$ cat src/sv/ifd_pkg.sv
`timescale 1ns / 1ps
// ----------------------------------------------------------------------------
// Image frame deframer package
// Shared types, codes and constants of the image frame deframer.
// ----------------------------------------------------------------------------
package ifd_pkg;

	// Receive phases of the frame parser; code 7 is unused and parses as magic.
	typedef enum logic [2:0] {
		PH_MAGIC     = 3'd0,
		PH_WIDTH     = 3'd1,
		PH_HEIGHT    = 3'd2,
		PH_LABEL_LEN = 3'd3,
		PH_LABEL     = 3'd4,
		PH_PIXELS    = 3'd5,
		PH_CHECKSUM  = 3'd6
	} phase_t;

	// Result kinds.
	typedef enum logic [1:0] {
		KIND_LABEL  = 2'd0,
		KIND_PIXEL  = 2'd1,
		KIND_REJECT = 2'd2,
		KIND_DONE   = 2'd3
	} kind_t;

	// Configuration port.
	localparam int CFG_IDX_W  = 1;
	localparam int CFG_DATA_W = 16;
	localparam logic [CFG_IDX_W-1:0] CFG_AUTO_PRINT = 1'b0;
	localparam logic [CFG_IDX_W-1:0] CFG_MAX_ROWS   = 1'b1;

	localparam logic        AUTO_PRINT_RST = 1'b1;
	localparam logic [15:0] MAX_ROWS_RST   = 16'd800;

	// Frame start sequence "M5PV".
	localparam logic [7:0] MAGIC_FIRST = 8'h4D;

	function automatic logic [7:0] magic_byte(input logic [1:0] idx);
		logic [7:0] val;
		case (idx)
			2'd0: val = 8'h4D;
			2'd1: val = 8'h35;
			2'd2: val = 8'h50;
			default: val = 8'h56;
		endcase
		return val;
	endfunction

	// One received byte waiting in the input register.
	typedef struct packed {
		logic       valid;
		logic [7:0] rx_byte;
	} in_item_t;

	// One result item.
	typedef struct packed {
		kind_t       kind;
		logic [7:0]  data;
		logic [15:0] column;
		logic [15:0] row_index;
		logic        sum_ok;
		logic        print_now;
		logic [7:0]  kept_label_len;
		logic [15:0] frame_rows;
	} res_t;

	typedef struct packed {
		logic valid;
		res_t res;
	} res_item_t;

endpackage

$ cat src/sv/ifd_if.sv
`timescale 1ns / 1ps
// ----------------------------------------------------------------------------
// Image frame deframer channels
// Valid/ready interfaces for the received byte stream and the result stream.
// ----------------------------------------------------------------------------
interface ifd_in_if;
	logic       valid;
	logic       ready;
	logic [7:0] rx_byte;

	modport source (output valid, output rx_byte, input ready);
	modport sink (input valid, input rx_byte, output ready);
endinterface

interface ifd_out_if;
	logic        valid;
	logic        ready;
	logic [1:0]  kind;
	logic [7:0]  data;
	logic [15:0] column;
	logic [15:0] row_index;
	logic        sum_ok;
	logic        print_now;
	logic [7:0]  kept_label_len;
	logic [15:0] frame_rows;

	modport source (
		output valid, output kind, output data, output column, output row_index,
		output sum_ok, output print_now, output kept_label_len, output frame_rows,
		input ready
	);
	modport sink (
		input valid, input kind, input data, input column, input row_index,
		input sum_ok, input print_now, input kept_label_len, input frame_rows,
		output ready
	);
endinterface

$ cat src/sv/ifd_in_stage.sv
`timescale 1ns / 1ps
// ----------------------------------------------------------------------------
// Image frame deframer input stage
// Registers one received byte until the parser takes it.
// ----------------------------------------------------------------------------
module ifd_in_stage
	import ifd_pkg::*;
(
	input  logic      clk,
	input  logic      arst_n,
	ifd_in_if.sink    in_ch,
	input  logic      take,
	output in_item_t  item
);

	logic       valid_s1;
	logic [7:0] byte_s1;
	logic       advance;

	assign advance     = valid_s1 && take;
	assign in_ch.ready = !valid_s1 || advance;

	always_ff @(posedge clk or negedge arst_n) begin
		if (!arst_n) begin
			valid_s1 <= 1'b0;
		end else if (in_ch.valid && in_ch.ready) begin
			valid_s1 <= 1'b1;
		end else if (advance) begin
			valid_s1 <= 1'b0;
		end
	end

	always_ff @(posedge clk) begin
		if (in_ch.valid && in_ch.ready) begin
			byte_s1 <= in_ch.rx_byte;
		end
	end

	assign item.valid   = valid_s1;
	assign item.rx_byte = byte_s1;

endmodule

$ cat src/sv/ifd_parser.sv
`timescale 1ns / 1ps
// ----------------------------------------------------------------------------
// Image frame deframer parser
// Frame state machine: magic search, header checks, label and pixel counting.
// ----------------------------------------------------------------------------
module ifd_parser
	import ifd_pkg::*;
#(
	parameter int ROW_BYTES = 384,
	parameter int LABEL_MAX = 32
) (
	input  logic                  clk,
	input  logic                  arst_n,
	input  logic                  cfg_we,
	input  logic [CFG_IDX_W-1:0]  cfg_index,
	input  logic [CFG_DATA_W-1:0] cfg_data,
	input  in_item_t              item,
	input  logic                  take,
	output res_item_t             result
);

	localparam int COL_W = (ROW_BYTES > 1) ? $clog2(ROW_BYTES) : 1;
	localparam logic [COL_W-1:0] COL_LAST  = COL_W'(ROW_BYTES - 1);
	localparam logic [15:0]      WIDTH_REQ = 16'(ROW_BYTES);
	localparam logic [7:0]       LABEL_CAP = 8'(LABEL_MAX);

	logic        auto_print_q;
	logic [15:0] max_rows_q;

	phase_t      phase_q, phase_d;
	logic [1:0]  magic_cnt_q, magic_cnt_d;
	logic        hi_next_q, hi_next_d;
	logic [7:0]  width_lo_q, width_lo_d;
	logic        width_ok_q, width_ok_d;
	logic [15:0] height_q, height_d;
	logic [15:0] row_q, row_d;
	logic [COL_W-1:0] col_q, col_d;
	logic [7:0]  wire_len_q, wire_len_d;
	logic [7:0]  keep_len_q, keep_len_d;
	logic [7:0]  label_cnt_q, label_cnt_d;
	logic [7:0]  sum_q, sum_d;

	logic        fire;
	logic [7:0]  b;
	logic [15:0] height_full;
	logic        header_bad;
	logic [7:0]  label_cnt_inc;
	logic [15:0] row_inc;
	logic        sum_match;

	assign fire          = item.valid && take;
	assign b             = item.rx_byte;
	assign height_full   = {b, height_q[7:0]};
	assign header_bad    = !width_ok_q || (height_full == 16'd0) || (height_full > max_rows_q);
	assign label_cnt_inc = label_cnt_q + 8'd1;
	assign row_inc       = row_q + 16'd1;
	assign sum_match     = (sum_q == b);

	// Next state.
	always_comb begin
		phase_d     = phase_q;
		magic_cnt_d = magic_cnt_q;
		hi_next_d   = hi_next_q;
		width_lo_d  = width_lo_q;
		width_ok_d  = width_ok_q;
		height_d    = height_q;
		row_d       = row_q;
		col_d       = col_q;
		wire_len_d  = wire_len_q;
		keep_len_d  = keep_len_q;
		label_cnt_d = label_cnt_q;
		sum_d       = sum_q;
		case (phase_q)
			PH_WIDTH: begin
				if (!hi_next_q) begin
					width_lo_d = b;
					hi_next_d  = 1'b1;
				end else begin
					width_ok_d = ({b, width_lo_q} == WIDTH_REQ);
					hi_next_d  = 1'b0;
					phase_d    = PH_HEIGHT;
				end
			end
			PH_HEIGHT: begin
				if (!hi_next_q) begin
					height_d  = {8'd0, b};
					hi_next_d = 1'b1;
				end else begin
					height_d  = height_full;
					hi_next_d = 1'b0;
					row_d     = 16'd0;
					col_d     = '0;
					if (header_bad) begin
						phase_d     = PH_MAGIC;
						magic_cnt_d = 2'd0;
					end else begin
						sum_d   = 8'd0;
						phase_d = PH_LABEL_LEN;
					end
				end
			end
			PH_LABEL_LEN: begin
				wire_len_d  = b;
				keep_len_d  = (b > LABEL_CAP) ? LABEL_CAP : b;
				label_cnt_d = 8'd0;
				phase_d     = (b == 8'd0) ? PH_PIXELS : PH_LABEL;
			end
			PH_LABEL: begin
				sum_d       = sum_q + b;
				label_cnt_d = label_cnt_inc;
				if (label_cnt_inc == wire_len_q) begin
					phase_d = PH_PIXELS;
				end
			end
			PH_PIXELS: begin
				sum_d = sum_q + b;
				if (col_q == COL_LAST) begin
					col_d = '0;
					row_d = row_inc;
					if (row_inc == height_q) begin
						phase_d = PH_CHECKSUM;
					end
				end else begin
					col_d = col_q + COL_W'(1);
				end
			end
			PH_CHECKSUM: begin
				phase_d     = PH_MAGIC;
				magic_cnt_d = 2'd0;
				hi_next_d   = 1'b0;
				row_d       = 16'd0;
				col_d       = '0;
			end
			default: begin
				// Magic search; the unused phase code lands here as well.
				phase_d = PH_MAGIC;
				if (b == magic_byte(magic_cnt_q)) begin
					if (magic_cnt_q == 2'd3) begin
						magic_cnt_d = 2'd0;
						hi_next_d   = 1'b0;
						phase_d     = PH_WIDTH;
					end else begin
						magic_cnt_d = magic_cnt_q + 2'd1;
					end
				end else begin
					magic_cnt_d = (b == MAGIC_FIRST) ? 2'd1 : 2'd0;
				end
			end
		endcase
	end

	// Result of the byte being parsed.
	always_comb begin
		result     = '0;
		result.res.kind = KIND_LABEL;
		case (phase_q)
			PH_HEIGHT: begin
				if (hi_next_q && header_bad) begin
					result.valid    = fire;
					result.res.kind = KIND_REJECT;
				end
			end
			PH_LABEL: begin
				if (label_cnt_q < keep_len_q) begin
					result.valid      = fire;
					result.res.kind   = KIND_LABEL;
					result.res.data   = b;
					result.res.column = {8'd0, label_cnt_q};
				end
			end
			PH_PIXELS: begin
				result.valid         = fire;
				result.res.kind      = KIND_PIXEL;
				result.res.data      = b;
				result.res.column    = 16'(col_q);
				result.res.row_index = row_q;
			end
			PH_CHECKSUM: begin
				result.valid              = fire;
				result.res.kind           = KIND_DONE;
				result.res.sum_ok         = sum_match;
				result.res.print_now      = sum_match && auto_print_q;
				result.res.kept_label_len = keep_len_q;
				result.res.frame_rows     = height_q;
			end
			default: begin
				result.valid = 1'b0;
			end
		endcase
	end

	always_ff @(posedge clk or negedge arst_n) begin
		if (!arst_n) begin
			auto_print_q <= AUTO_PRINT_RST;
			max_rows_q   <= MAX_ROWS_RST;
		end else if (cfg_we) begin
			case (cfg_index)
				CFG_AUTO_PRINT: auto_print_q <= cfg_data[0];
				CFG_MAX_ROWS:   max_rows_q   <= cfg_data[15:0];
				default: begin
				end
			endcase
		end
	end

	always_ff @(posedge clk or negedge arst_n) begin
		if (!arst_n) begin
			phase_q     <= PH_MAGIC;
			magic_cnt_q <= 2'd0;
			hi_next_q   <= 1'b0;
			width_lo_q  <= 8'd0;
			width_ok_q  <= 1'b0;
			height_q    <= 16'd0;
			row_q       <= 16'd0;
			col_q       <= '0;
			wire_len_q  <= 8'd0;
			keep_len_q  <= 8'd0;
			label_cnt_q <= 8'd0;
			sum_q       <= 8'd0;
		end else if (fire) begin
			phase_q     <= phase_d;
			magic_cnt_q <= magic_cnt_d;
			hi_next_q   <= hi_next_d;
			width_lo_q  <= width_lo_d;
			width_ok_q  <= width_ok_d;
			height_q    <= height_d;
			row_q       <= row_d;
			col_q       <= col_d;
			wire_len_q  <= wire_len_d;
			keep_len_q  <= keep_len_d;
			label_cnt_q <= label_cnt_d;
			sum_q       <= sum_d;
		end
	end

	// A rejected header always sends the parser back to the magic search.
	a_reject_restarts: assert property (@(posedge clk) disable iff (!arst_n)
		(result.valid && result.res.kind == KIND_REJECT) |=> (phase_q == PH_MAGIC))
		else $error("parser did not restart after a rejected header");

	// Pixel rows never run past the frame height.
	a_row_in_frame: assert property (@(posedge clk) disable iff (!arst_n)
		(phase_q == PH_PIXELS) |-> (row_q < height_q))
		else $error("pixel row beyond frame height");

	// The label phase is only entered with a nonzero label length.
	a_label_len_nonzero: assert property (@(posedge clk) disable iff (!arst_n)
		(phase_q == PH_LABEL) |-> (wire_len_q != 8'd0))
		else $error("label phase with an empty label");

endmodule

$ cat src/sv/ifd_out_buf.sv
`timescale 1ns / 1ps
// ----------------------------------------------------------------------------
// Image frame deframer output buffer
// Two-entry result queue that decouples the parser from output stalls.
// ----------------------------------------------------------------------------
module ifd_out_buf
	import ifd_pkg::*;
(
	input  logic      clk,
	input  logic      arst_n,
	input  res_item_t result,
	output logic      take,
	ifd_out_if.source out_ch
);

	res_t       ent_q [2];
	logic       wr_ptr_q;
	logic       rd_ptr_q;
	logic [1:0] cnt_q;
	logic       push;
	logic       pop;
	res_t       head;

	assign take = (cnt_q != 2'd2);
	assign push = result.valid;
	assign pop  = out_ch.valid && out_ch.ready;
	assign head = ent_q[rd_ptr_q];

	always_ff @(posedge clk or negedge arst_n) begin
		if (!arst_n) begin
			wr_ptr_q <= 1'b0;
			rd_ptr_q <= 1'b0;
			cnt_q    <= 2'd0;
		end else begin
			if (push) begin
				wr_ptr_q <= !wr_ptr_q;
			end
			if (pop) begin
				rd_ptr_q <= !rd_ptr_q;
			end
			if (push && !pop) begin
				cnt_q <= cnt_q + 2'd1;
			end else if (pop && !push) begin
				cnt_q <= cnt_q - 2'd1;
			end
		end
	end

	always_ff @(posedge clk) begin
		if (push) begin
			ent_q[wr_ptr_q] <= result.res;
		end
	end

	assign out_ch.valid          = (cnt_q != 2'd0);
	assign out_ch.kind           = head.kind;
	assign out_ch.data           = head.data;
	assign out_ch.column         = head.column;
	assign out_ch.row_index      = head.row_index;
	assign out_ch.sum_ok         = head.sum_ok;
	assign out_ch.print_now      = head.print_now;
	assign out_ch.kept_label_len = head.kept_label_len;
	assign out_ch.frame_rows     = head.frame_rows;

	a_cnt_range: assert property (@(posedge clk) disable iff (!arst_n)
		cnt_q <= 2'd2)
		else $error("result queue count out of range");

	a_no_overflow: assert property (@(posedge clk) disable iff (!arst_n)
		(push && cnt_q == 2'd2) |-> pop)
		else $error("result pushed into a full queue");

	a_ptr_track: assert property (@(posedge clk) disable iff (!arst_n)
		(cnt_q == 2'd0 || cnt_q == 2'd2) |-> (wr_ptr_q == rd_ptr_q))
		else $error("queue pointers disagree with count");

endmodule

$ cat src/sv/image_frame_deframer.sv
`timescale 1ns / 1ps
// ----------------------------------------------------------------------------
// Image frame deframer
// Parses "M5PV" image frames from a received byte stream and emits label
// bytes, pixel bytes, header rejects and frame-complete reports.
// ----------------------------------------------------------------------------
//
//   Channel   Direction  Handshake       Payload
//   in_ch     in         valid / ready   rx_byte
//   out_ch    out        valid / ready   kind, data, column, row_index, sum_ok,
//                                        print_now, kept_label_len, frame_rows
//   cfg       in         cfg_we          cfg_index, cfg_data
//
// While the output queue has room, one byte is accepted per cycle. An
// accepted byte is parsed while it sits in the input register; its result,
// if any, enters a two-entry output queue at the edge where the parser takes
// the byte, and is offered on out_ch once it reaches the head of the queue.
// Reset sets the parser to the magic search, auto print on and max rows 800.
// A stalled output fills the queue; once both entries are full the parser
// holds its byte and the input ready drops until a result is taken.
//
module image_frame_deframer
	import ifd_pkg::*;
#(
	parameter int ROW_BYTES = 384,
	parameter int LABEL_MAX = 32
) (
	input  logic                  clk,
	input  logic                  arst_n,
	ifd_in_if.sink                in_ch,
	ifd_out_if.source             out_ch,
	input  logic                  cfg_we,
	input  logic [CFG_IDX_W-1:0]  cfg_index,
	input  logic [CFG_DATA_W-1:0] cfg_data
);

	// Byte held in the input register, and the parser's result toward the queue.
	in_item_t  item;
	res_item_t result;
	// High while the output queue has room for a result.
	logic      take;

	ifd_in_stage u_in_stage (
		.clk    (clk),
		.arst_n (arst_n),
		.in_ch  (in_ch),
		.take   (take),
		.item   (item)
	);

	// The parser advances on every transaction out of the input register,
	// whether or not that byte produces a result.
	ifd_parser #(
		.ROW_BYTES (ROW_BYTES),
		.LABEL_MAX (LABEL_MAX)
	) u_parser (
		.clk       (clk),
		.arst_n    (arst_n),
		.cfg_we    (cfg_we),
		.cfg_index (cfg_index),
		.cfg_data  (cfg_data),
		.item      (item),
		.take      (take),
		.result    (result)
	);

	ifd_out_buf u_out_buf (
		.clk    (clk),
		.arst_n (arst_n),
		.result (result),
		.take   (take),
		.out_ch (out_ch)
	);

endmodule

$ cat src/flat_wrapper.sv
// flat-port wrapper written by rule: the top's interface ports become plain ports
module image_frame_deframer_flat import ifd_pkg::*;
#(
	parameter int ROW_BYTES = 384,
	parameter int LABEL_MAX = 32
)
  (clk, arst_n, cfg_we, cfg_index, cfg_data, in_ch_valid, in_ch_rx_byte, in_ch_ready, out_ch_valid, out_ch_kind, out_ch_data, out_ch_column, out_ch_row_index, out_ch_sum_ok, out_ch_print_now, out_ch_kept_label_len, out_ch_frame_rows, out_ch_ready);
  ifd_in_if in_ch_i ();
  ifd_out_if out_ch_i ();
  input  logic clk;
  input  logic arst_n;
  input  logic cfg_we;
  input  logic [CFG_IDX_W-1:0] cfg_index;
  input  logic [CFG_DATA_W-1:0] cfg_data;
  input wire logic [$bits(in_ch_i.valid)-1:0] in_ch_valid;
  input wire logic [$bits(in_ch_i.rx_byte)-1:0] in_ch_rx_byte;
  output wire logic [$bits(in_ch_i.ready)-1:0] in_ch_ready;
  output wire logic [$bits(out_ch_i.valid)-1:0] out_ch_valid;
  output wire logic [$bits(out_ch_i.kind)-1:0] out_ch_kind;
  output wire logic [$bits(out_ch_i.data)-1:0] out_ch_data;
  output wire logic [$bits(out_ch_i.column)-1:0] out_ch_column;
  output wire logic [$bits(out_ch_i.row_index)-1:0] out_ch_row_index;
  output wire logic [$bits(out_ch_i.sum_ok)-1:0] out_ch_sum_ok;
  output wire logic [$bits(out_ch_i.print_now)-1:0] out_ch_print_now;
  output wire logic [$bits(out_ch_i.kept_label_len)-1:0] out_ch_kept_label_len;
  output wire logic [$bits(out_ch_i.frame_rows)-1:0] out_ch_frame_rows;
  input wire logic [$bits(out_ch_i.ready)-1:0] out_ch_ready;
  assign in_ch_i.valid = in_ch_valid;
  assign in_ch_i.rx_byte = in_ch_rx_byte;
  assign in_ch_ready = in_ch_i.ready;
  assign out_ch_valid = out_ch_i.valid;
  assign out_ch_kind = out_ch_i.kind;
  assign out_ch_data = out_ch_i.data;
  assign out_ch_column = out_ch_i.column;
  assign out_ch_row_index = out_ch_i.row_index;
  assign out_ch_sum_ok = out_ch_i.sum_ok;
  assign out_ch_print_now = out_ch_i.print_now;
  assign out_ch_kept_label_len = out_ch_i.kept_label_len;
  assign out_ch_frame_rows = out_ch_i.frame_rows;
  assign out_ch_i.ready = out_ch_ready;
  image_frame_deframer #(.ROW_BYTES(ROW_BYTES), .LABEL_MAX(LABEL_MAX)) u_core (.clk(clk), .arst_n(arst_n), .in_ch(in_ch_i), .out_ch(out_ch_i), .cfg_we(cfg_we), .cfg_index(cfg_index), .cfg_data(cfg_data));
endmodule
$ cat config.mk
export PLATFORM = sky130hd
export DESIGN_NAME = image_frame_deframer_flat
export DESIGN_NICKNAME = d
export VERILOG_FILES = /design/src/sv/ifd_pkg.sv /design/src/sv/ifd_if.sv /design/src/sv/ifd_in_stage.sv /design/src/sv/ifd_parser.sv /design/src/sv/ifd_out_buf.sv /design/src/sv/image_frame_deframer.sv /design/src/flat_wrapper.sv
export SDC_FILE = /design/constraint.sdc
export NUM_CORES = 1
export LEC_CHECK = 0
export BUFFER_PORTS_ARGS = -buffer_cell sky130_fd_sc_hd__buf_2
export CORE_ASPECT_RATIO = 1.4
export CORE_MARGIN = 2
export CORE_UTILIZATION = 49
export DETAILED_ROUTE_END_ITERATION = 10
export PLACE_DENSITY = 0.75
export SYNTH_ARGS = -nofsm -noshare
export SYNTH_HDL_FRONTEND = slang
export SYNTH_SLANG_ARGS = --single-unit
$ cat constraint.sdc
create_clock -name clk -period 9.6 [get_ports clk]
set_input_delay 1.92 -clock clk [delete_from_list [all_inputs] [get_ports clk]]
set_output_delay 1.92 -clock clk [all_outputs]
set_load 0.01 [all_outputs]
**Yosys cells after proc, flatten, opt, wreduce, memory -nomap -nowiden**

Memory sizes are Yosys's and may differ from the RTL's.
Index checks and enable logic that the tools add are counted.

- Bits in registers: 118
- Bits in writable memories: 136
- Input port bits: 30
- Output and inout bits: 70
- Logic and storage cells: 153
- Memories kept: 1

- Add/subtract/negate cells: 7
- $lt $le $gt $ge: 3
- Equal/unequal tests: 24
- Multiplexer cells: 47
- Bitwise logic cells: 4
- Reduce and logical (&&, ||, !) cells: 47

Memory list:

| memory | depth | width | rd ports | clocked after memory_dff | wr ports | line | source |
|---|---|---|---|---|---|---|---|
| u_core.u_out_buf.ent_q | 2 | 68 | 1 | 0 | 1 | ifd_out_buf.sv:16 | `res_t ent_q [2];` |

Operator list:

| cell | count |
|---|---|
| 2-to-1 mux 16 bit | 4 |
| case mux 16 bit (3 select lines) | 1 |
| case mux 24 bit (2 select lines) | 1 |
| 2-to-1 mux 8 bit | 4 |
| case mux 8 bit (2 select lines) | 2 |
| 2-to-1 mux 27 bit | 1 |
| case mux 9 bit (3 select lines) | 1 |
| 2-to-1 mux 26 bit | 1 |
| equality test 8 bit | 3 |
| case mux 7 bit (3 select lines) | 1 |
| 2-to-1 mux 3 bit | 6 |
| 2-to-1 mux 9 bit | 2 |
| case mux 3 bit (6 select lines) | 1 |
| adder 16 x 1 -> 16 bit, second input constant | 1 |
| equality test 16 bit | 1 |
| equality test 16 x 9 -> 1 bit, second input constant | 1 |
| greater-than comparator 16 bit | 1 |
| zero test 16 bit | 1 |
| != test 2 bit, second input constant | 8 |
| AND reduction 4 bit | 4 |
| 2-to-1 mux 2 bit | 7 |
| AND reduction 3 bit | 4 |
| 2-to-1 mux 1 bit | 11 |
| AND reduction 2 bit | 5 |
| 30 further kinds | 60 |

**Logic depth before layout (Yosys ltp)**

Gate-level depths: netlist (run 1).

- Word-level depth: 10
- Depth in mapped cells: 13
- Mapped depth without buffers: 13

**By module**

A second synthesis (run 1) with hierarchy kept.

- Cell total of the unflattened synthesis: 1034
- Area, all modules: 12505.7 µm²

Modules (own cells, without submodules):

| module | times used | cells an instance | area each (µm²) | sequential area each (µm²) |
|---|---|---|---|---|
| ifd_parser | 1 | 793 | 7065.5 | 2632.5 |
| ifd_out_buf | 1 | 228 | 5138.7 | 4184.0 |
| ifd_in_stage | 1 | 13 | 301.5 | 265.3 |

**Worst setup path after synthesis (run 1)**

OpenSTA, ideal clock, no wires.

- Path type: register to register
- Start point: reg u_core.u_parser.label_cnt_q[4]
- End point: mem u_core.u_out_buf.ent_q[0][0] (netlist name), enable pin
- Setup time: 480 ps
- Arrival: 4611 ps
- Required time: 9120 ps
- Slack: 4509 ps
- Cell stages (with the launch flop): 9
- Path buffers: 0
- Period minus slack after synthesis: 5091 ps
- Path through: dfrtp_1 ha_1 a21o_1 a211oi_1 o21ai_0 a21oi_1 o21a_1 o2111ai_1 nor2_1

- Longest elaborated chain between the ends: 5

RTL lines:

| element | line | source |
|---|---|---|
| from (decl) | ifd_parser.sv:40 | `logic [7:0] label_cnt_q, label_cnt_d;` |
| from (signal assigned) | ifd_parser.sv:231 | `label_cnt_q <= label_cnt_d;` |
| less-than comparator 8 bit | ifd_parser.sv:164 | `if (label_cnt_q < keep_len_q) begin` |
| 2-to-1 mux 27 bit | ifd_parser.sv:164 |  |
| case mux 1 bit (3 select lines) | ifd_parser.sv:156 | `case (phase_q)` |
| 2-to-1 mux 1 bit | ifd_out_buf.sv:50 | `if (push) begin` |
| 2-to-1 mux 1 bit (implied by the code) | ifd_out_buf.sv:51 | `ent_q[wr_ptr_q] <= result.res;` |
| to (decl) | ifd_out_buf.sv:16 |  |

No other way between the ends.

**Worst setup path in the final report (run 1)**

- Start point: reg u_core.u_out_buf.rd_ptr_q
- End point: out out_ch_kind[1]

- Longest elaborated chain between the ends: 1

RTL lines:

| element | line | source |
|---|---|---|
| from (decl) | ifd_out_buf.sv:18 | `logic rd_ptr_q;` |
| from (signal assigned) | ifd_out_buf.sv:39 | `rd_ptr_q <= !rd_ptr_q;` |
| memory (2 x 68 bit) | - |  |
| to (decl) | flat_wrapper.sv:19 | `output wire logic [$bits(out_ch_i.kind)-1:0] out_ch_kind;` |

No other way between the ends.

==> metrics.txt, run 1 <==
crit path from u_core.u_out_buf.rd_ptr_q; Mapped Cells 1,025; final WL 26,200 um; CP required 7.68 ns; Syn. warnings 0; # diodes 0; status finished, final reports clean; Final GP Congestion 0.917; CP endpoint kind output pin; Die H 188 um; Inst Count DP 1,380; Final HPWL DP 17,300 um; Clock Pin Slew Worst Setup and Hold Paths 0.06 ns; CTS sink count 240; first-iteration detailed-routing DRC count 632; cells along the critical path buf_4 -> mux2_2 -> buf_2; relative slew slack 36.9%; Yosys cell types 65; first-pass GRT wire length 43,000 um; initial antenna violation count 0; Area Overhead vs Synth 12.2%; Synth area leader edfxtp_1; worst-margin pin slew 0.937 ns; crit path to out_ch_kind[1]; reg-to-reg startpoint u_core.u_parser.label_cnt_q[4]; post-synthesis cell area 11,800 um^2; CP max FO 61; nets 1,164; Slew Viols, Final 0; total vias in the final route 8,144; Max Cap Viol 0; RSZ-0062 raised after global routing false; Final Cycle Share 42.6%; hold_buf cts 0; sequential share of the synthesized area 56.2%; CTS buffer count 23; slowest cell delay on critical path 0.61 ns; leading cell type by number of instances after synthesis edfxtp_1; Commonest cells post-synth 130 x edfxtp_1, 106 x dfrtp_1, 96 x nand2_1; Final min period 4.09 ns; DRT Pass-1 Iters 5; Hold WC Path Type flip-flop to flip-flop; final setup vio count 0; Worst Setup Slack, final 5.51 ns; vias in the first global route 8,307; Routed WL per cell 18.5 um; ranking of synthesized cells by area edfxtp_1 33%, dfrtp_1 22%, mux2_2 8.9%; Post-CTS Setup Inserts 0; worst reg-to-reg setup slack 5.81 ns; Setup WS pre-CTS 5.83 ns; setup TNS 0 ns; # port buffers 92; FFs w/ async S/R, synth 45.8%; CTS tree yes; Crit path arrival time 2.17 ns; vias per inst 5.73; DR DRC count 0; Fin. Hold Viols 0; Initial Util 49.6%; #FFs+latches synth 240; PD cells 272 nW/um^2; Max H-tree Level 1; Die W 135 um; largest net degree at the start of global routing 68; Lkg Pwr 5.52 nW; number of synthesized flops with an enable pin 130; r2r endpoint u_core.u_out_buf.ent_q[0][31]; CP delay by family, top buffers and inverters; WP buf/inv 2; slowest CP cell buf_4; skew final 0.0117 ns; critical path depth 3; final non-filler cell total 1,421; I/O Pins 100; Synth top area share 32.9%; Syn Area/Cell 11.6 um^2; global router's overall resource usage 21.1%; Hold Path Depth 1; FF-to-FF path depth 9; remaining global-route overflow 0; clock latency at the later pin of the worst-skew pair 0.51 ns; CP Class flip-flop to output pin; post-route ant nets 0; final hold slack 0.465 ns; Peak VDD IR 0.163 mV; clock root cell clkbuf_16; row count 67; share of cells above drive strength 1 22.2%; die area 25,500 um^2; Max Freq 0.244 GHz; Primary FF master, synth edfxtp_1; crit path launch type flip-flop; cts repair resizes 0; Core Area 23,900 um^2; Longest Clk Path Bufs 3
[layout make-up]
class	instances	area [um^2]
tap	310	388
sequential	240	6660
clock inverter	12	150
multi-input combinational	684	4790
clock buffer	29	608
inverter	44	165
fill	2015	10600
timing repair buffer	102	538
[metal layers]
layer  global-route usage (%)  vias to the layer above  share of wire [%]
li1                         -                     3852                  -
met2                     36.8                      242                 51
met3                     2.62                       67                4.8
met4                     8.53                        0                3.6
met1                     26.5                     3983                 41
met5                        0                        -                  0
[flip-flops by register name, indices dropped and copies added, names as in the netlist, 9 cells and up]
signal / count
u_core.u_parser.max_rows_q: 16
u_core.u_out_buf.ent_q: 122
u_core.u_parser.row_q: 16
u_core.u_parser.col_q: 9
u_core.u_parser.height_q: 16
[worst min-delay path by stage]
stage / startpoint / endpoint
final: u_core.u_out_buf.rd_ptr_q / u_core.u_out_buf.rd_ptr_q
after global routing: u_core.u_out_buf.rd_ptr_q / u_core.u_out_buf.rd_ptr_q
after CTS: u_core.u_out_buf.rd_ptr_q / u_core.u_out_buf.rd_ptr_q
after detailed placement: u_core.u_out_buf.rd_ptr_q / u_core.u_out_buf.rd_ptr_q
after global placement: u_core.u_parser.width_ok_q / u_core.u_parser.width_ok_q
after floorplan: u_core.u_parser.width_ok_q / u_core.u_parser.width_ok_q
[placed cells by master, fill, tap and decap left out, types with 37 or more instances in the layout]
cell,Yosys,final
ha_1,38,38
nor2_1,46,44
nand3_1,37,37
o21ai_0,75,75
dfrtp_1,106,105
buf_2,7,91
nand2_1,96,96
inv_1,44,44
mux2_2,94,94
and3_1,37,37
edfxtp_1,130,130
[worst register-to-register path: stages (launching register included)]
cell and delay, ns:
dfrtp_1 0.48, ha_1 0.35, a21o_1 0.19, a211oi_1 0.21, o21ai_0 0.12, a21oi_1 0.69, o21a_1 0.19, o2111ai_1 0.30
nor2_4 0.16, buf_4 0.70
[cells by family after synthesis]
kind of cell	after synthesis	synth area share [%]
xor gates and xnor gates	42	3.10
muxes	95	9.03
DFF	240	56.2
and+or+nand+nor	325	14.2
other	1	0.0317
AOI/OAI and AO/OA	176	9.54
buffers and inverters	107	3.70
adders and majority gates	39	4.18
[metrics by stage]
stage / power, W / utilization (%) / cell area, um^2
3_3_place_gp: 0.00269 / 52.5 / 12500
4_1_cts: 0.00364 / 55.7 / 13300
6_report: 0.00362 / 55.7 / 13300
3_5_place_dp: 0.00272 / 52.5 / 12500
2_1_floorplan: 0.00233 / - / 11900
5_1_grt: 0.00384 / 55.7 / 13300
[power by group]
group          total (W)  internal [W]  switching [W]
registers        0.00151       0.00132       0.000184
clock network   0.000913      0.000532       0.000381
logic            0.00120      0.000500       0.000697
(Power assumes the default switching activity.)
==> inputs of run 2 (changes only) <==
--- a/config.mk
+++ b/config.mk
@@ -10,7 +10,7 @@
 export CORE_MARGIN = 2
 export CORE_UTILIZATION = 49
 export DETAILED_ROUTE_END_ITERATION = 10
-export PLACE_DENSITY = 0.75
+export PLACE_DENSITY = 0.78
 export SYNTH_ARGS = -nofsm -noshare
 export SYNTH_HDL_FRONTEND = slang
 export SYNTH_SLANG_ARGS = --single-unit
==> constraint.sdc (replaced) <==
create_clock -name clk -period 3.4 [get_ports clk]
set_input_delay 0.68 -clock clk [delete_from_list [all_inputs] [get_ports clk]]
set_output_delay 0.68 -clock clk [all_outputs]
set_load 0.01 [all_outputs]
==> run 2 against run 1 <==
Net effect:
- sequential cell count stayed put
- critical endpoint is now u_core.u_out_buf.ent_q[0][36]
- largest cell class unchanged
- wire length rose by 1.9%
- count of clock-buffer cells in the layout down 1
- total power increased to 2.9 times the previous value
- global-route usage shrank 0.14 points
- worst hold slack worse by 0.16 ns
- critical path type is now flip-flop to flip-flop
- core utilization grew 0.99 points
- combinational power grew to 3.0 times the previous value
- clock skew increased by 0.0017 ns
- setup slack lost 5.2 ns
- highest routed layer unchanged
==> metrics.txt, run 2 (synthesis gave the netlist of run 1 again) <==
status finished, final reports clean (unchanged); RSZ-0062 raised after global routing false (unchanged); # diodes 0 (unchanged); slowest CP cell nor4_1 (was buf_4); DRT Pass-1 Iters 5 (unchanged); reg-to-reg startpoint u_core.u_in_stage.byte_s1[3] (was u_core.u_parser.label_cnt_q[4]); largest net degree at the start of global routing 69 (was 68); DR DRC count 0 (unchanged); clock latency at the later pin of the worst-skew pair 0.51 ns (about the same); clock share of power 25.5% (was 25.3%); cts repair resizes 0 (unchanged); Core Area 23,900 um^2 (unchanged); Inst Count DP 1,404 (was 1,380); setup TNS 0 ns (unchanged); crit path launch type flip-flop (unchanged); relative slew slack 37.0% (was 36.9%); Clock Pin Slew Worst Setup and Hold Paths 0.06 ns (about the same); Die H 188 um (unchanged); Pint 0.00682 W (was 0.00235 W); Initial Util 49.6% (unchanged); worst-margin pin slew 0.946 ns (was 0.937 ns); final WL 26,700 um (was 26,200 um); global router's overall resource usage 20.9% (was 21.1%); initial antenna violation count 0 (unchanged); Flop pwr share 40.0% (was 41.6%); Lkg Pwr 5.67 nW (was 5.52 nW); CP max FO 51 (was 61); placed inst area 12,700 um^2 (was 12,500 um^2); CP required 3.58 ns (was 7.68 ns); clock root cell clkbuf_16 (unchanged); row count 67 (unchanged); Logic pwr share 34.5% (was 33.1%); Peak VDD IR 0.412 mV (was 0.163 mV); total vias in the final route 8,317 (was 8,144); Final Cell Area 13,500 um^2 (was 13,300 um^2); nets 1,188 (was 1,164); first-iteration detailed-routing DRC count 795 (was 632); skew final 0.0134 ns (was 0.0117 ns); slowest cell delay on critical path 0.73 ns (was 0.61 ns); Post-CTS Setup Inserts 0 (unchanged); post-route ant nets 0 (unchanged); Hold WC Path Type input pin to asynchronous set/reset pin (was flip-flop to flip-flop); hold_buf cts 0 (unchanged); cells along the critical path nor4_1 -> nand3b_1 -> o21ai_0 -> a21oi_1 -> nand2_1 -> o2111ai_1 -> buf_4 -> nor2_4 -> buf_12 (was buf_4 -> mux2_2 -> buf_2); r2r endpoint u_core.u_out_buf.ent_q[0][36] (was u_core.u_out_buf.ent_q[0][31]); Reg with most FFs u_core.u_out_buf.ent_q (unchanged); Max H-tree Level 1 (unchanged); Max Cap Viol 0 (unchanged); vias per inst 5.76 (was 5.73); Crit path arrival time 3.29 ns (was 2.17 ns); # port buffers 92 (unchanged); Design Power 0.0104 W (was 0.00362 W); Final Cycle Share 91.4%; worst reg-to-reg setup slack 0.29 ns (was 5.81 ns); Filler Cells Inserted 1,944 (was 2,015); CTS tree yes (unchanged); Routed WL per cell 18.5 um (about the same); first-pass GRT wire length 42,600 um (was 43,000 um); Largest register FFs 122 (unchanged); vias in the first global route 8,392 (was 8,307); CTS buffer count 23 (unchanged); I/O Pins 100 (unchanged); Longest Clk Path Bufs 3 (unchanged); Final HPWL DP 18,600 um (was 17,300 um); Final min period 3.11 ns; most common cell after layout, fill and taps aside edfxtp_1 (unchanged); share of cells above drive strength 1 24.0% (was 22.2%); Final GP Congestion 0.940 (was 0.917); Switching Fraction 34.7% (was 34.9%); FF-to-FF path depth 9 (unchanged); PD cells 772 nW/um^2 (was 272 nW/um^2); final non-filler cell total 1,445 (was 1,421); most frequent cells in the layout 130 x edfxtp_1, 105 x dfrtp_1, 96 x nand2_1 (unchanged); Slew Viols, Final 0 (unchanged); Die W 135 um (unchanged); remaining global-route overflow 0 (unchanged); Fin. Hold Viols 0 (unchanged); sw power 0.00362 W (was 0.00126 W); CTS sink count 240 (unchanged); CP endpoint kind flip-flop (was output pin); die area 25,500 um^2 (unchanged); CP Class flip-flop to flip-flop (was flip-flop to output pin); Area Overhead vs Synth 14.2% (was 12.2%); final setup vio count 0 (unchanged); Max Freq 0.322 GHz
## run 2: cell types whose count changed in the layout (fill, tap and decap cells not counted), sizes merged
cell      before  now
clkbuf        29   28
bufinv         3    4
clkinvlp       4    1
inv           45   48
buf          102  126
## run 2: critical path, delay by kind of cell (launching register included)
| family | cells | cell delay (ns) |
|---|---|---|
| buf+inv | 2 | 0.51 |
| compound gates | 3 | 0.62 |
| simple gates | 4 | 1.18 |
| flops | 1 | 0.42 |
## run 2: through the flow
step	setup WS (ns)	util [%]	hold WS, ns
floorplan	0.00511	-	0.384
global placement	0.466	53.4	0.459
detailed placement	0.340	53.4	0.483
CTS	0.330	56.6	0.329
global route	0.0765	56.6	0.333
finish	0.293	56.6	0.302
## run 2: power by group through the flow
stage	sequential [W]	combinational (W)	clock, W
2_1_floorplan	0.00405	0.00254	0
3_3_place_gp	0.00418	0.00351	0
3_5_place_dp	0.00422	0.00359	0
4_1_cts	0.00417	0.00362	0.00271
5_1_grt	0.00424	0.00397	0.00282
6_report	0.00418	0.00360	0.00266
## run 2: final cells by class
| cell class | count | area [um^2] | area share [%] |
|---|---|---|---|
| clock buffers | 28 | 604 | 4.47 |
| clock inverters | 13 | 181 | 1.34 |
| inverters | 44 | 165 | 1.22 |
| multi-input cells | 684 | 4790 | 35.4 |
| flip-flops and latches | 240 | 6660 | 49.2 |
| well taps | 310 | 388 | 2.87 |
| repair buffers | 126 | 743 | 5.49 |
## run 2: metal layers
metal  up-vias  GRT usage, %  part of all wire, %
met3        67          2.73                  5.2
li1       3910             -                    -
met5         -             0                    0
met2       301          37.5                   52
met4         0          7.69                  3.3
met1      4039          25.6                   39
## run 2: how the worst max path moves through the flow
stage                                   startpoint                            end  slack (ns)  cells past startpoint
global placement      u_core.u_in_stage.byte_s1[6]   u_core.u_out_buf.ent_q[0][9]        0.47                      9
finish                u_core.u_in_stage.byte_s1[3]  u_core.u_out_buf.ent_q[0][36]        0.29                      9
global route          u_core.u_in_stage.byte_s1[6]  u_core.u_out_buf.ent_q[0][36]        0.08                      9
detailed placement    u_core.u_in_stage.byte_s1[3]   u_core.u_out_buf.ent_q[0][7]        0.34                      9
CTS                   u_core.u_in_stage.byte_s1[3]  u_core.u_out_buf.ent_q[0][36]        0.33                      9
floorplan           u_core.u_parser.label_cnt_q[4]   u_core.u_out_buf.ent_q[0][0]       0.005                      8
==> inputs of run 3 (changes only) <==
--- a/config.mk
+++ b/config.mk
@@ -10,7 +10,8 @@
 export CORE_MARGIN = 2
 export CORE_UTILIZATION = 49
 export DETAILED_ROUTE_END_ITERATION = 10
-export PLACE_DENSITY = 0.78
+export PLACE_DENSITY_LB_ADDON = 0.12
+export SLEW_MARGIN = 20
 export SYNTH_ARGS = -nofsm -noshare
 export SYNTH_HDL_FRONTEND = slang
 export SYNTH_SLANG_ARGS = --single-unit
==> run 3 against run 2 <==
Net effect:
- maximum frequency decreased by 0.46%
- sequential cell count unchanged
- design area increased by 0.27%
- critical endpoint is now u_core.u_out_buf.cnt_q[1]
==> metrics.txt, run 3 (synthesis gave the netlist of run 1 again) <==
most frequent cells in the layout 130 x edfxtp_1, 105 x dfrtp_1, 96 x nand2_1 (unchanged); Fin. Hold Viols 0 (unchanged); post-route ant nets 0 (unchanged); slowest cell delay on critical path 0.53 ns (was 0.73 ns); initial antenna violation count 0 (unchanged); Max H-tree Level 1 (unchanged); PD cells 771 nW/um^2 (was 772 nW/um^2); CP required 3.84 ns (was 3.58 ns); crit path to u_core.u_out_buf.cnt_q[1] (was u_core.u_out_buf.ent_q[0][36]); worst reg-to-reg setup slack 0.28 ns (was 0.29 ns); Final Cycle Share 91.8% (was 91.4%); WP buf/inv 2 (unchanged); CP endpoint kind flip-flop (unchanged); CP delay by family, top compound AO/OA/AOI/OAI gates (was simple AND/OR/NAND/NOR gates); die area 25,500 um^2 (unchanged); Switching Fraction 34.7% (about the same); cts repair resizes 0 (unchanged); vias per inst 5.61 (was 5.76); hold_buf cts 0 (unchanged); Max Cap Viol 0 (unchanged); final WL 27,300 um (was 26,700 um); skew final 0.0114 ns (was 0.0134 ns); Reg with most FFs u_core.u_out_buf.ent_q (unchanged); status finished, final reports clean (unchanged); CTS sink count 240 (unchanged); Setup WS pre-CTS 0.187 ns (was 0.340 ns); first-pass GRT wire length 43,800 um (was 42,600 um); DRT Pass-1 Iters 5 (unchanged); FF-to-FF path depth 13 (was 9); met1 Use GR 27.7% (was 25.6%); Area Overhead vs Synth 14.5% (was 14.2%); most common cell after layout, fill and taps aside edfxtp_1 (unchanged); critical path depth 13 (was 9); CTS tree yes (unchanged); Initial Util 49.6% (unchanged); nets 1,189 (was 1,188); Final GP Congestion 0.861 (was 0.940); reg-to-reg startpoint u_core.u_parser.max_rows_q[9] (was u_core.u_in_stage.byte_s1[3]); Largest register FFs 122 (unchanged); first-iteration detailed-routing DRC count 610 (was 795); clock share of power 25.8% (was 25.5%); final setup vio count 0 (unchanged); Hold WC Path Type input pin to asynchronous set/reset pin (unchanged); Pint 0.00683 W (was 0.00682 W); Final HPWL DP 18,900 um (was 18,600 um); sw power 0.00363 W (was 0.00362 W); Peak VDD IR 0.541 mV (was 0.412 mV); RSZ-0062 raised after global routing false (unchanged); Crit path arrival time 3.56 ns (was 3.29 ns); share of cells above drive strength 1 24.1% (was 24.0%); Routed WL per cell 18.8 um (was 18.5 um); crit path from u_core.u_parser.max_rows_q[9] (was u_core.u_in_stage.byte_s1[3]); CP Class flip-flop to flip-flop (unchanged); setup TNS 0 ns (unchanged); cells along the critical path inv_1 -> ha_1 -> a21oi_1 -> nor3_1 -> a2111o_1 -> o31ai_1 -> nand2_1 -> o2111ai_1 -> inv_1 -> ha_1 -> xor2_1 -> nor2_1 -> xor2_1 (was nor4_1 -> nand3b_1 -> o21ai_0 -> a21oi_1 -> nand2_1 -> o2111ai_1 -> buf_4 -> nor2_4 -> buf_12); area occupied by multi-input gates 4800 um^2 (was 4790 um^2); CTS buffer count 24 (was 23); Die W 135 um (unchanged); Logic pwr share 34.1% (was 34.5%); # port buffers 92 (unchanged); Global Route met3 Usage 2.84% (was 2.73%); Lkg Pwr 5.68 nW (was 5.67 nW); crit path launch type flip-flop (unchanged); Core Area 23,900 um^2 (unchanged); r2r endpoint u_core.u_out_buf.cnt_q[1] (was u_core.u_out_buf.ent_q[0][36]); vias in the first global route 8,158 (was 8,392); DR DRC count 0 (unchanged); Post-CTS Setup Inserts 0 (unchanged); clock root cell clkbuf_16 (unchanged); # diodes 0 (unchanged); row count 67 (unchanged); Most Crowded Layer GR met2 (unchanged); Filler Cells Inserted 2,089 (was 1,944); worst-margin pin slew 0.776 ns (was 0.946 ns); met2 usage 38.9% (was 37.5%); Clock Pin Slew Worst Setup and Hold Paths 0.06 ns (about the same); total vias in the final route 8,128 (was 8,317); Slew Viols, Final 0 (unchanged); Die H 188 um (unchanged); clock latency at the later pin of the worst-skew pair 0.52 ns (was 0.51 ns); FF+latch area 6660 um^2 (unchanged); largest net degree at the start of global routing 54 (was 69); I/O Pins 100 (unchanged); Longest Clk Path Bufs 3 (unchanged); final hold slack 0.137 ns (was 0.302 ns); Final min period 3.12 ns (was 3.11 ns); slowest CP cell dfstp_2 (was nor4_1); CP max FO 4 (was 51); global router's overall resource usage 21.9% (was 20.9%); Flop pwr share 40.1% (was 40.0%); remaining global-route overflow 0 (unchanged); Worst Setup Slack, final 0.279 ns (was 0.293 ns); relative slew slack 48.1% (was 37.0%); Max Freq 0.320 GHz (was 0.322 GHz)
[run 3: changes by cell type in the layout (fill, tap and decap cells not counted)]
cell	delta
buf_4	-1
inv_6	-2
clkinv_4	+1
nor4_2	+1
inv_8	-1
nor4_1	-1
clkbuf_16	+2
clkinv_2	+2
bufinv_16	-1
buf_12	+1
clkbuf_1	+2
[run 3: worst min path at each step]
stage,startpoint,to,slack [ns],depth (start not counted)
after floorplan,arst_n,u_core.u_in_stage.valid_s1,0.38,0
after global placement,u_core.u_parser.keep_len_q[5],u_core.u_parser.keep_len_q[5],0.47,2
after detailed placement,u_core.u_parser.keep_len_q[5],u_core.u_parser.keep_len_q[5],0.47,2
after CTS,arst_n,u_core.u_parser.wire_len_q[1],0.13,1
after global routing,arst_n,u_core.u_parser.wire_len_q[2],0.15,1
final,arst_n,u_core.u_parser.wire_len_q[2],0.14,1
[run 3: worst register-to-register path, stage by stage (launching register included)]
cell,delay (ns)
dfstp_2,0.53
inv_1,0.04
ha_1,0.31
a21oi_1,0.15
nor3_1,0.08
a2111o_1,0.36
o31ai_1,0.40
nand2_1,0.11
o2111ai_1,0.28
inv_1,0.14
ha_1,0.22
xor2_1,0.14
nor2_1,0.12
xor2_1,0.16
[run 3: area by class of cell]
class | instances | area share (%)
Clock buffer | 32 | 4.88
Tap cell | 310 | 2.86
Sequential cell | 240 | 49.1
Clock inverter | 12 | 1.04
Timing Repair Buffer | 126 | 5.57
Inverter | 44 | 1.22
Multi-Input combinational cell | 684 | 35.3
[run 3: power groups by stage]
stage               clock (W)  combinational, W  sequential [W]
finish                0.00270           0.00356         0.00420
global route          0.00288           0.00396         0.00428
CTS                   0.00277           0.00360         0.00420
detailed placement          0           0.00358         0.00425
global placement            0           0.00354         0.00423
floorplan                   0           0.00254         0.00405
[run 3: routing by layer]
layer	part of all wire (%)	up-vias	wire, um
met5	0	-	0
met4	2.3	0	630
met3	4.6	48	1260
met2	51	225	14000
met1	42	3940	11400
li1	-	3915	-
[run 3: through the flow]
stage	power, W	cells	utilization (%)	area [um^2]
3_3_place_gp	0.00777	1404	53.4	12800
2_1_floorplan	0.00659	1031	-	11900
5_1_grt	0.0111	1448	56.8	13600
6_report	0.0105	1448	56.8	13600
4_1_cts	0.0106	1448	56.8	13600
3_5_place_dp	0.00783	1404	53.4	12800
